**config.mk**
```make
export PLATFORM = sky130hd
export DESIGN_NAME = serial_line_editor
export DESIGN_NICKNAME = d
export VERILOG_FILES = /design/src/design/sle_pkg.sv /design/src/design/sle_store.sv /design/src/design/sle_edit.sv /design/src/design/sle_emit.sv /design/src/design/serial_line_editor.sv
export SDC_FILE = /design/constraint.sdc
export NUM_CORES = 1
export LEC_CHECK = 0
export ABC_AREA = 1
export ABC_CLOCK_PERIOD_IN_PS = 2600
export BUFFER_PORTS_ARGS = -buffer_cell sky130_fd_sc_hd__buf_4
export CAP_MARGIN = 20
export CORE_ASPECT_RATIO = 0.9
export CORE_MARGIN = 3
export CORE_UTILIZATION = 56
export CTS_CLUSTER_DIAMETER = 30
export DETAILED_ROUTE_END_ITERATION = 8
export PLACE_DENSITY = 0.8
export SYNTH_ARGS = -nofsm -noshare
export SYNTH_HDL_FRONTEND = slang
export SYNTH_SLANG_ARGS = --single-unit
export TNS_END_PERCENT = 20
```
**constraint.sdc**
```tcl
create_clock -name clk -period 2.6 [get_ports clk]
set_input_delay 0.78 -clock clk [delete_from_list [all_inputs] [get_ports clk]]
set_output_delay 0.78 -clock clk [all_outputs]
set_load 0.05 [all_outputs]
```
**src/design/sle_pkg.sv**
```systemverilog
// Shared types, codes and constants for the serial line editor.
`timescale 1ns / 1ps

package sle_pkg;

  // Default depth of the line store
  localparam int LINE_MAX_DEF = 64;

  // Reset value of the line limit register
  localparam logic [6:0] LIMIT_RESET = 7'd64;

  // Characters
  localparam logic [7:0] CH_CR    = 8'h0D;
  localparam logic [7:0] CH_LF    = 8'h0A;
  localparam logic [7:0] CH_BS    = 8'h08;
  localparam logic [7:0] CH_DEL   = 8'h7F;
  localparam logic [7:0] CH_SPACE = 8'h20;
  localparam logic [7:0] CH_TILDE = 8'h7E;

  // Input commands
  localparam logic CMD_RX   = 1'b0;
  localparam logic CMD_READ = 1'b1;

  // Result kinds
  localparam logic [1:0] KIND_ECHO = 2'd0;
  localparam logic [1:0] KIND_DONE = 2'd1;
  localparam logic [1:0] KIND_READ = 2'd2;

  // Job operations handed from the editor to the emitter
  localparam logic [1:0] OP_ECHO = 2'd0;
  localparam logic [1:0] OP_EOL  = 2'd1;
  localparam logic [1:0] OP_BS   = 2'd2;
  localparam logic [1:0] OP_READ = 2'd3;

  typedef struct packed {
    logic       cmd;
    logic [7:0] rx_byte;
    logic [5:0] read_index;
  } in_item_t;

  typedef struct packed {
    logic [1:0] kind;
    logic [7:0] out_byte;
    logic [5:0] line_length;
    logic       last;
  } out_item_t;

  // One accepted item that produces results
  typedef struct packed {
    logic [1:0] op;
    logic [7:0] data;
    logic       hit;
    logic [5:0] length;
  } job_t;

endpackage

```
**src/design/sle_store.sv**
```systemverilog
// Line store: single write port, registered read port.
`timescale 1ns / 1ps

module sle_store #(
  parameter int LINE_MAX = sle_pkg::LINE_MAX_DEF,
  parameter int CW       = $clog2(LINE_MAX)
) (
  input  logic          clk,
  input  logic          we,
  input  logic [CW-1:0] waddr,
  input  logic [7:0]    wdata,
  input  logic          re,
  input  logic [CW-1:0] raddr,
  output logic [7:0]    rdata
);

  logic [7:0] mem [LINE_MAX];

  // Write port
  always_ff @(posedge clk) begin
    if (we) begin
      mem[waddr] <= wdata;
    end
  end

  // Read port, data held until the next read
  always_ff @(posedge clk) begin
    if (re) begin
      rdata <= mem[raddr];
    end
  end

endmodule

```
**src/design/sle_edit.sv**
```systemverilog
// Edit state: decodes accepted items, tracks counts, drives the line store.
`timescale 1ns / 1ps

module sle_edit #(
  parameter int LINE_MAX = sle_pkg::LINE_MAX_DEF,
  parameter int CW       = $clog2(LINE_MAX)
) (
  input  logic             clk,
  input  logic             rst,
  input  logic             accept,
  input  sle_pkg::in_item_t item,
  input  logic [6:0]       line_limit,
  output logic             job_valid,
  output sle_pkg::job_t    job,
  output logic             mem_we,
  output logic [CW-1:0]    mem_waddr,
  output logic [7:0]       mem_wdata,
  output logic             mem_re,
  output logic [CW-1:0]    mem_raddr
);

  // Compare widths
  localparam int EW = (CW + 1 > 7) ? CW + 1 : 7;
  localparam int IW = (CW > 6) ? CW : 6;

  logic [CW-1:0] edit_count, edit_count_next;
  logic [CW-1:0] done_length, done_length_next;

  logic [EW-1:0] lim_e, max_e, cap;
  logic          room, is_eol, is_bs, is_print, read_hit;
  logic [IW-1:0] idx_w;

  // Capacity = min(limit, LINE_MAX) - 1, room while count + 1 < capacity + 1
  always_comb begin
    lim_e = EW'(line_limit);
    max_e = EW'(LINE_MAX);
    cap   = (lim_e > max_e) ? max_e : lim_e;
    room  = (EW'(edit_count) + EW'(1)) < cap;
  end

  // Byte classes
  assign is_eol   = (item.rx_byte == sle_pkg::CH_CR) || (item.rx_byte == sle_pkg::CH_LF);
  assign is_bs    = (item.rx_byte == sle_pkg::CH_BS) || (item.rx_byte == sle_pkg::CH_DEL);
  assign is_print = (item.rx_byte >= sle_pkg::CH_SPACE) && (item.rx_byte <= sle_pkg::CH_TILDE);

  // Read lookup
  assign idx_w     = IW'(item.read_index);
  assign read_hit  = (idx_w < IW'(done_length)) && (EW'(item.read_index) < max_e);
  assign mem_raddr = idx_w[CW-1:0];
  assign mem_re    = accept && (item.cmd == sle_pkg::CMD_READ);

  // Store write for appended bytes
  assign mem_waddr = edit_count;
  assign mem_wdata = item.rx_byte;

  // Decode and next state
  always_comb begin
    edit_count_next  = edit_count;
    done_length_next = done_length;
    job_valid        = 1'b0;
    mem_we           = 1'b0;
    job.op           = sle_pkg::OP_ECHO;
    job.data         = item.rx_byte;
    job.hit          = read_hit;
    job.length       = 6'(edit_count);
    if (accept) begin
      if (item.cmd == sle_pkg::CMD_READ) begin
        job_valid = 1'b1;
        job.op    = sle_pkg::OP_READ;
      end else if (is_eol) begin
        job_valid        = 1'b1;
        job.op           = sle_pkg::OP_EOL;
        done_length_next = edit_count;
        edit_count_next  = '0;
      end else if (is_bs) begin
        if (edit_count != '0) begin
          job_valid       = 1'b1;
          job.op          = sle_pkg::OP_BS;
          edit_count_next = edit_count - CW'(1);
        end
      end else if (is_print && room) begin
        job_valid       = 1'b1;
        job.op          = sle_pkg::OP_ECHO;
        mem_we          = 1'b1;
        edit_count_next = edit_count + CW'(1);
      end
    end
  end

  always_ff @(posedge clk) begin
    if (rst) begin
      edit_count  <= '0;
      done_length <= '0;
    end else begin
      edit_count  <= edit_count_next;
      done_length <= done_length_next;
    end
  end

  // Line end always clears the count
  a_eol_clears: assert property (@(posedge clk) disable iff (rst)
    (accept && item.cmd == sle_pkg::CMD_RX && is_eol) |=> (edit_count == '0))
    else $error("edit count not cleared after line end");

  // Completed length moves only on a line end
  a_done_hold: assert property (@(posedge clk) disable iff (rst)
    !(accept && item.cmd == sle_pkg::CMD_RX && is_eol) |=> $stable(done_length))
    else $error("completed length changed without line end");

  // Store writes only for echoed bytes
  a_write_echo: assert property (@(posedge clk) disable iff (rst)
    mem_we |-> (job_valid && job.op == sle_pkg::OP_ECHO))
    else $error("store write without echo");

endmodule

```
**src/design/sle_emit.sv**
```systemverilog
// Result emitter: holds one job and sends its results through an output register.
`timescale 1ns / 1ps

module sle_emit (
  input  logic               clk,
  input  logic               rst,
  input  logic               job_valid,
  input  sle_pkg::job_t      job,
  input  logic [7:0]         rdata,
  output logic               busy,
  output logic               result_valid,
  input  logic               result_stall,
  output sle_pkg::out_item_t result
);

  logic               s1_valid;
  sle_pkg::job_t      s1_job;
  logic [1:0]         s1_phase;
  sle_pkg::out_item_t gen;
  logic               out_load;

  // Result for the current job and phase
  always_comb begin
    gen.kind        = sle_pkg::KIND_ECHO;
    gen.out_byte    = s1_job.data;
    gen.line_length = '0;
    gen.last        = 1'b1;
    case (s1_job.op)
      sle_pkg::OP_ECHO: begin
        gen.last = 1'b1;
      end
      sle_pkg::OP_READ: begin
        gen.kind     = sle_pkg::KIND_READ;
        gen.out_byte = s1_job.hit ? rdata : 8'h00;
      end
      sle_pkg::OP_EOL: begin
        case (s1_phase)
          2'd0: begin
            gen.out_byte = sle_pkg::CH_CR;
            gen.last     = 1'b0;
          end
          2'd1: begin
            gen.out_byte = sle_pkg::CH_LF;
            gen.last     = 1'b0;
          end
          default: begin
            gen.kind        = sle_pkg::KIND_DONE;
            gen.out_byte    = 8'h00;
            gen.line_length = s1_job.length;
          end
        endcase
      end
      default: begin
        // backspace, space, backspace
        gen.out_byte = (s1_phase == 2'd1) ? sle_pkg::CH_SPACE : sle_pkg::CH_BS;
        gen.last     = (s1_phase == 2'd2);
      end
    endcase
  end

  assign out_load = s1_valid && (!result_valid || !result_stall);
  assign busy     = s1_valid && !(out_load && gen.last);

  // Job register
  always_ff @(posedge clk) begin
    if (rst) begin
      s1_valid <= 1'b0;
      s1_phase <= 2'd0;
    end else if (job_valid) begin
      s1_valid <= 1'b1;
      s1_phase <= 2'd0;
    end else if (out_load && gen.last) begin
      s1_valid <= 1'b0;
      s1_phase <= 2'd0;
    end else if (out_load) begin
      s1_phase <= s1_phase + 2'd1;
    end
  end

  always_ff @(posedge clk) begin
    if (job_valid) begin
      s1_job <= job;
    end
  end

  // Output register
  always_ff @(posedge clk) begin
    if (rst) begin
      result_valid <= 1'b0;
    end else if (out_load) begin
      result_valid <= 1'b1;
    end else if (!result_stall) begin
      result_valid <= 1'b0;
    end
  end

  always_ff @(posedge clk) begin
    if (out_load) begin
      result <= gen;
    end
  end

  // A new job only lands when the held one sends its final result
  a_no_overwrite: assert property (@(posedge clk) disable iff (rst)
    (job_valid && s1_valid) |-> (out_load && gen.last))
    else $error("job overwritten before completion");

  // Single-result jobs never advance past the first phase
  a_single_phase: assert property (@(posedge clk) disable iff (rst)
    (s1_valid && (s1_job.op == sle_pkg::OP_ECHO || s1_job.op == sle_pkg::OP_READ))
      |-> (s1_phase == 2'd0))
    else $error("single-result job past first phase");

  // Line complete is always the final result
  a_done_last: assert property (@(posedge clk) disable iff (rst)
    (result_valid && result.kind == sle_pkg::KIND_DONE) |-> result.last)
    else $error("line complete not marked last");

endmodule

```
**src/design/serial_line_editor.sv**
```systemverilog
// Top level of the serial line editor.
//
//   channel  | direction | handshake             | payload
//   ---------+-----------+-----------------------+---------------------------
//   item     | in        | item_valid/item_stall | sle_pkg::in_item_t
//   result   | out       | result_valid/stall    | sle_pkg::out_item_t
//   cfg      | in        | cfg_valid/cfg_ready   | line limit, 7 bits
//
// After an item that gives one result (printable echo, read), a new item can
// be taken every cycle unless result_stall holds back a result. Line end and
// backspace give three results and stall new items until the last is sent.
// Results pass the job register, then the output register; read data comes
// from the registered store port as the item is taken. Reset is synchronous
// and needs no clearing pass; item_stall is up until a job's last result goes.
`timescale 1ns / 1ps

module serial_line_editor #(
  parameter int LINE_MAX = sle_pkg::LINE_MAX_DEF
) (
  input  logic               clk,
  input  logic               rst,
  input  logic               item_valid,
  output logic               item_stall,
  input  sle_pkg::in_item_t  item,
  output logic               result_valid,
  input  logic               result_stall,
  output sle_pkg::out_item_t result,
  input  logic               cfg_valid,
  output logic               cfg_ready,
  input  logic [6:0]         cfg_data
);

  localparam int CW = $clog2(LINE_MAX);

  logic          accept;
  logic [6:0]    line_limit;
  logic          job_valid;
  sle_pkg::job_t job;
  logic          mem_we, mem_re;
  logic [CW-1:0] mem_waddr, mem_raddr;
  logic [7:0]    mem_wdata, mem_rdata;

  // Limit register
  assign cfg_ready = 1'b1;

  always_ff @(posedge clk) begin
    if (rst) begin
      line_limit <= sle_pkg::LIMIT_RESET;
    end else if (cfg_valid && cfg_ready) begin
      line_limit <= cfg_data;
    end
  end

  assign accept = item_valid && !item_stall;

  sle_edit #(
    .LINE_MAX (LINE_MAX),
    .CW       (CW)
  ) u_edit (
    .clk        (clk),
    .rst        (rst),
    .accept     (accept),
    .item       (item),
    .line_limit (line_limit),
    .job_valid  (job_valid),
    .job        (job),
    .mem_we     (mem_we),
    .mem_waddr  (mem_waddr),
    .mem_wdata  (mem_wdata),
    .mem_re     (mem_re),
    .mem_raddr  (mem_raddr)
  );

  sle_store #(
    .LINE_MAX (LINE_MAX),
    .CW       (CW)
  ) u_store (
    .clk   (clk),
    .we    (mem_we),
    .waddr (mem_waddr),
    .wdata (mem_wdata),
    .re    (mem_re),
    .raddr (mem_raddr),
    .rdata (mem_rdata)
  );

  sle_emit u_emit (
    .clk          (clk),
    .rst          (rst),
    .job_valid    (job_valid),
    .job          (job),
    .rdata        (mem_rdata),
    .busy         (item_stall),
    .result_valid (result_valid),
    .result_stall (result_stall),
    .result       (result)
  );

endmodule
```
==> results summary <==
The flow ran to the end, but the final reports show violations. The final reports fail on setup timing. The largest net degree at the start of global routing came out at 98. The share of synthesized area in the top cell type comes to 0.683. Counting flops with a built-in enable in the synthesized netlist gives 554. The maximum buffer depth of the clock tree is 3.

The worst setup path is launched from a flip-flop. The number of hold-slack violations in the final timing report came out at 0. The worst setup slack after layout came out at -0.251 ns.

In the global route stage, met2 resource usage came out at 0.450. The initial core utilization came out at 0.575. Dividing total power by cell area gives a power density of 777 nW/um2. The initial antenna violation count is 0. The summed instance area of the synthesized netlist came out at 24300 um2. The setup path with the least slack is of type flip-flop to output port. The row count is 71.

0 antenna diodes ended up in the layout. In the synthesized netlist the dominant register cell turns out to be sky130_fd_sc_hd__edfxtp_1. At the worst endpoint, the arrival time is 2.07 ns.

The global-route wire length before repair is 100 mm. The final number of max-transition violations is 0. The cell at the root of the clock tree is sky130_fd_sc_hd__clkbuf_16.

The minimum clock period came out at 2.85 ns. The worst hold path belongs to the class primary input to flip-flop. In this run the most used layer during global routing was met2. The number of nets in the synthesized netlist is 2230. The number of placed instances, taps included is 2809. The via total after detailed routing came out at 18200. In the post-synthesis netlist, the cell with the most instances is sky130_fd_sc_hd__nand2_1. The maximum ir drop on the vdd rail came out at 696 uV. The count of antenna-violating nets left after detailed routing came out at 0.

The average footprint of a synthesized cell came out at 11.2 um2. Setup repair after global routing could not meet its margin everywhere. Clock-pin slew was measured on the worst setup and hold paths at 0.05 ns. The worst setup path is captured at an output port. The number of global-route vias before repair came out at 17900. Across the run, the number of max-cap violations was 0. The boundary pin count came out at 47. The leftover overflow at the end of global routing came out at 0.

Dividing the final minimum period by the clock period gives 1.10. The number of non-filler instances in the completed layout came out at 2972. The biggest area consumer among synthesized cells is sky130_fd_sc_hd__edfxtp_1. The die is 226 um wide. Of all flip-flops after synthesis, the portion carrying an async set or reset was 0. The HPWL after detailed placement came out at 38.0 mm. In this run the worst path has a maximum fanout of 3.

The average wire per standard cell came out at 22.9 um. The tightest slew margin relative to the limit is 0.178. The slew at the pin closest to its max-slew limit came out at 1.23 ns. The CTS tree is done. The later-pin clock latency in the skew report came out at 0.63 ns. The CTS buffer count came out at 83.

The share of the Yosys chip area taken by registers is 0.702. The clock net sink count came out at 577. By area the synthesized netlist is led by sky130_fd_sc_hd__edfxtp_1, sky130_fd_sc_hd__nand2_1, sky130_fd_sc_hd__nand3_1, sky130_fd_sc_hd__dfxtp_1, sky130_fd_sc_hd__nor2_1.

Setup violations remaining at the end of the flow were counted as 513. The met3 usage is 0.0721. The count of cells along the worst register-to-register path is 17. The area growth from synthesis to final layout is 23.4%. Port buffering added 45 buffers.

The die is 204 um tall. For this run, the total global-route usage over all layers was measured as 0.287. Fill cells in the final layout number 2471. The wire length reported by the detailed router came out at 68.1 mm.

The first routing iteration left 2702 violations. The global-route track usage on met1 came out at 0.378. The cell count after synthesis came out at 2178. The clock skew is 0.0262 ns. The timing-limited maximum frequency came out at 351 MHz.

The share of final-layout standard cells stronger than drive strength 1 came out at 0.201. The count of state elements after synthesis is 577. The required time reported for the critical path endpoint came out at 1.82 ns. Counting instances, the worst hold path has a depth of 3.

The number of remaining DRC errors came out at 0. The count of yosys warnings during synthesis came out at 0. The static leakage is 11.3 nW. Sorting the synthesized cells by how often they occur yields sky130_fd_sc_hd__nand2_1, sky130_fd_sc_hd__edfxtp_1, sky130_fd_sc_hd__nand3_1. The core area is 42400 um2. The power after layout is 23.4 mW. At the end of the flow the core is filled with cells to 0.709.

The pre-antenna-repair detailed-routing pass consisted of 8 iterations. The count of cell types in the netlist is 36. The H-tree depth is 3.

The final net count is 2408. Using the TritonRoute via totals, the vias-per-cell ratio works out to 6.13. The routability congestion estimate from global placement is 0.869. The area of the die is 46000 um2.
## layout make-up
cell class              count  area (um2)  area share
clock buffers              88        2100      0.0698
clock inverters            66         743      0.0247
inverters                  62         254     0.00846
multi-input cells        1419        7040       0.234
flip-flops and latches    577       17100       0.569
well taps                 547         684      0.0228
repair buffers            213        2120      0.0707
## flip-flops by register name (all words and copies together) (netlist names)
signal	count
u_store.mem	512
line_limit	7
u_edit.done_length	6
u_emit.result	17
u_emit.s1_phase	2
u_emit.s1_valid	1
u_edit.mem_waddr	6
u_emit.result_valid	1
u_store.rdata	8
u_emit.s1_job	17
## layout by cell type (no fill, tap or decap), drive strengths merged
master and n:
xor2 4, buf 213, clkinv 32, edfxtp 554, o221a 1, a31oi 3, clkinvlp 9, o31ai 1
dfxtp 23, a22o 1, bufinv 9, a21oi 32, nand4 9, or2 3, inv 78, nand2 746
ha 24, conb 1, nand3 459, nor3 1, and2 1, fa 1, nor2 120, clkbuf 88
o21ai 12
## critical path, cell delays in order, from the launching register on
cell	delay (ns)
sky130_fd_sc_hd__edfxtp_1	0.42
sky130_fd_sc_hd__inv_2	0.13
sky130_fd_sc_hd__ha_4	0.16
sky130_fd_sc_hd__inv_2	0.04
sky130_fd_sc_hd__or2_4	0.25
sky130_fd_sc_hd__nand3_4	0.11
sky130_fd_sc_hd__nand2_4	0.05
sky130_fd_sc_hd__buf_6	0.12
sky130_fd_sc_hd__inv_4	0.04
sky130_fd_sc_hd__buf_8	0.13
## through the flow
step	worst slack, ns	instance area (um2)	setup TNS, ns	hold WS, ns
5_1_grt	-0.308	30000	-110.68	0.398
6_report	-0.251	30000	-39.73	0.406
4_1_cts	-0.248	29700	-8.05	0.370
3_5_place_dp	-0.185	26300	-66.77	0.455
3_3_place_gp	-0.163	26300	-48.94	0.450
2_1_floorplan	-0.195	24300	-99.79	0.403
## cells by family after synthesis
group                    Yosys count  share of synthesized area
AO/OA/AOI/OAI                     50                     0.0114
XOR/XNOR                           4                    0.00144
adder cells (fa/ha/maj)           25                     0.0132
buffers and inverters            182                     0.0324
flip-flops                       577                      0.702
other                              1                   0.000154
AND/OR/NAND/NOR                 1339                      0.239
## final timing paths
kind / from / end / slack [ns]
setup / recovery: u_emit.s1_job[15] / item_stall / -0.25
hold reg to reg: u_edit.done_length[4] / u_edit.done_length[4] / 0.51
hold / removal: cfg_data[5] / line_limit[5] / 0.41
setup reg to reg: u_edit.mem_waddr[2] / u_store.mem[19][7] / -0.13
## layer usage
metal,vias up,share of wire
met5,-,0
met4,0,0.046
met3,285,0.12
met2,1455,0.47
met1,8550,0.36
li1,7941,-
## power breakdown
| group | leakage, nW | switching [mW] | internal (mW) |
|---|---|---|---|
| Clock | 1.36 | 4.43 | 6.90 |
| Sequential | 5.19 | 0.0358 | 10.3 |
| Combinational | 4.73 | 1.22 | 0.486 |
## repair_timing
item                                    in CTS  in global routing
gates resized for setup                    166                 68
pin swaps                                   24                 12
setup buffers                                7                  2
hold buffers                                 0                  0
endpoints found under the setup margin     530                538
(Power assumes the default switching activity.)
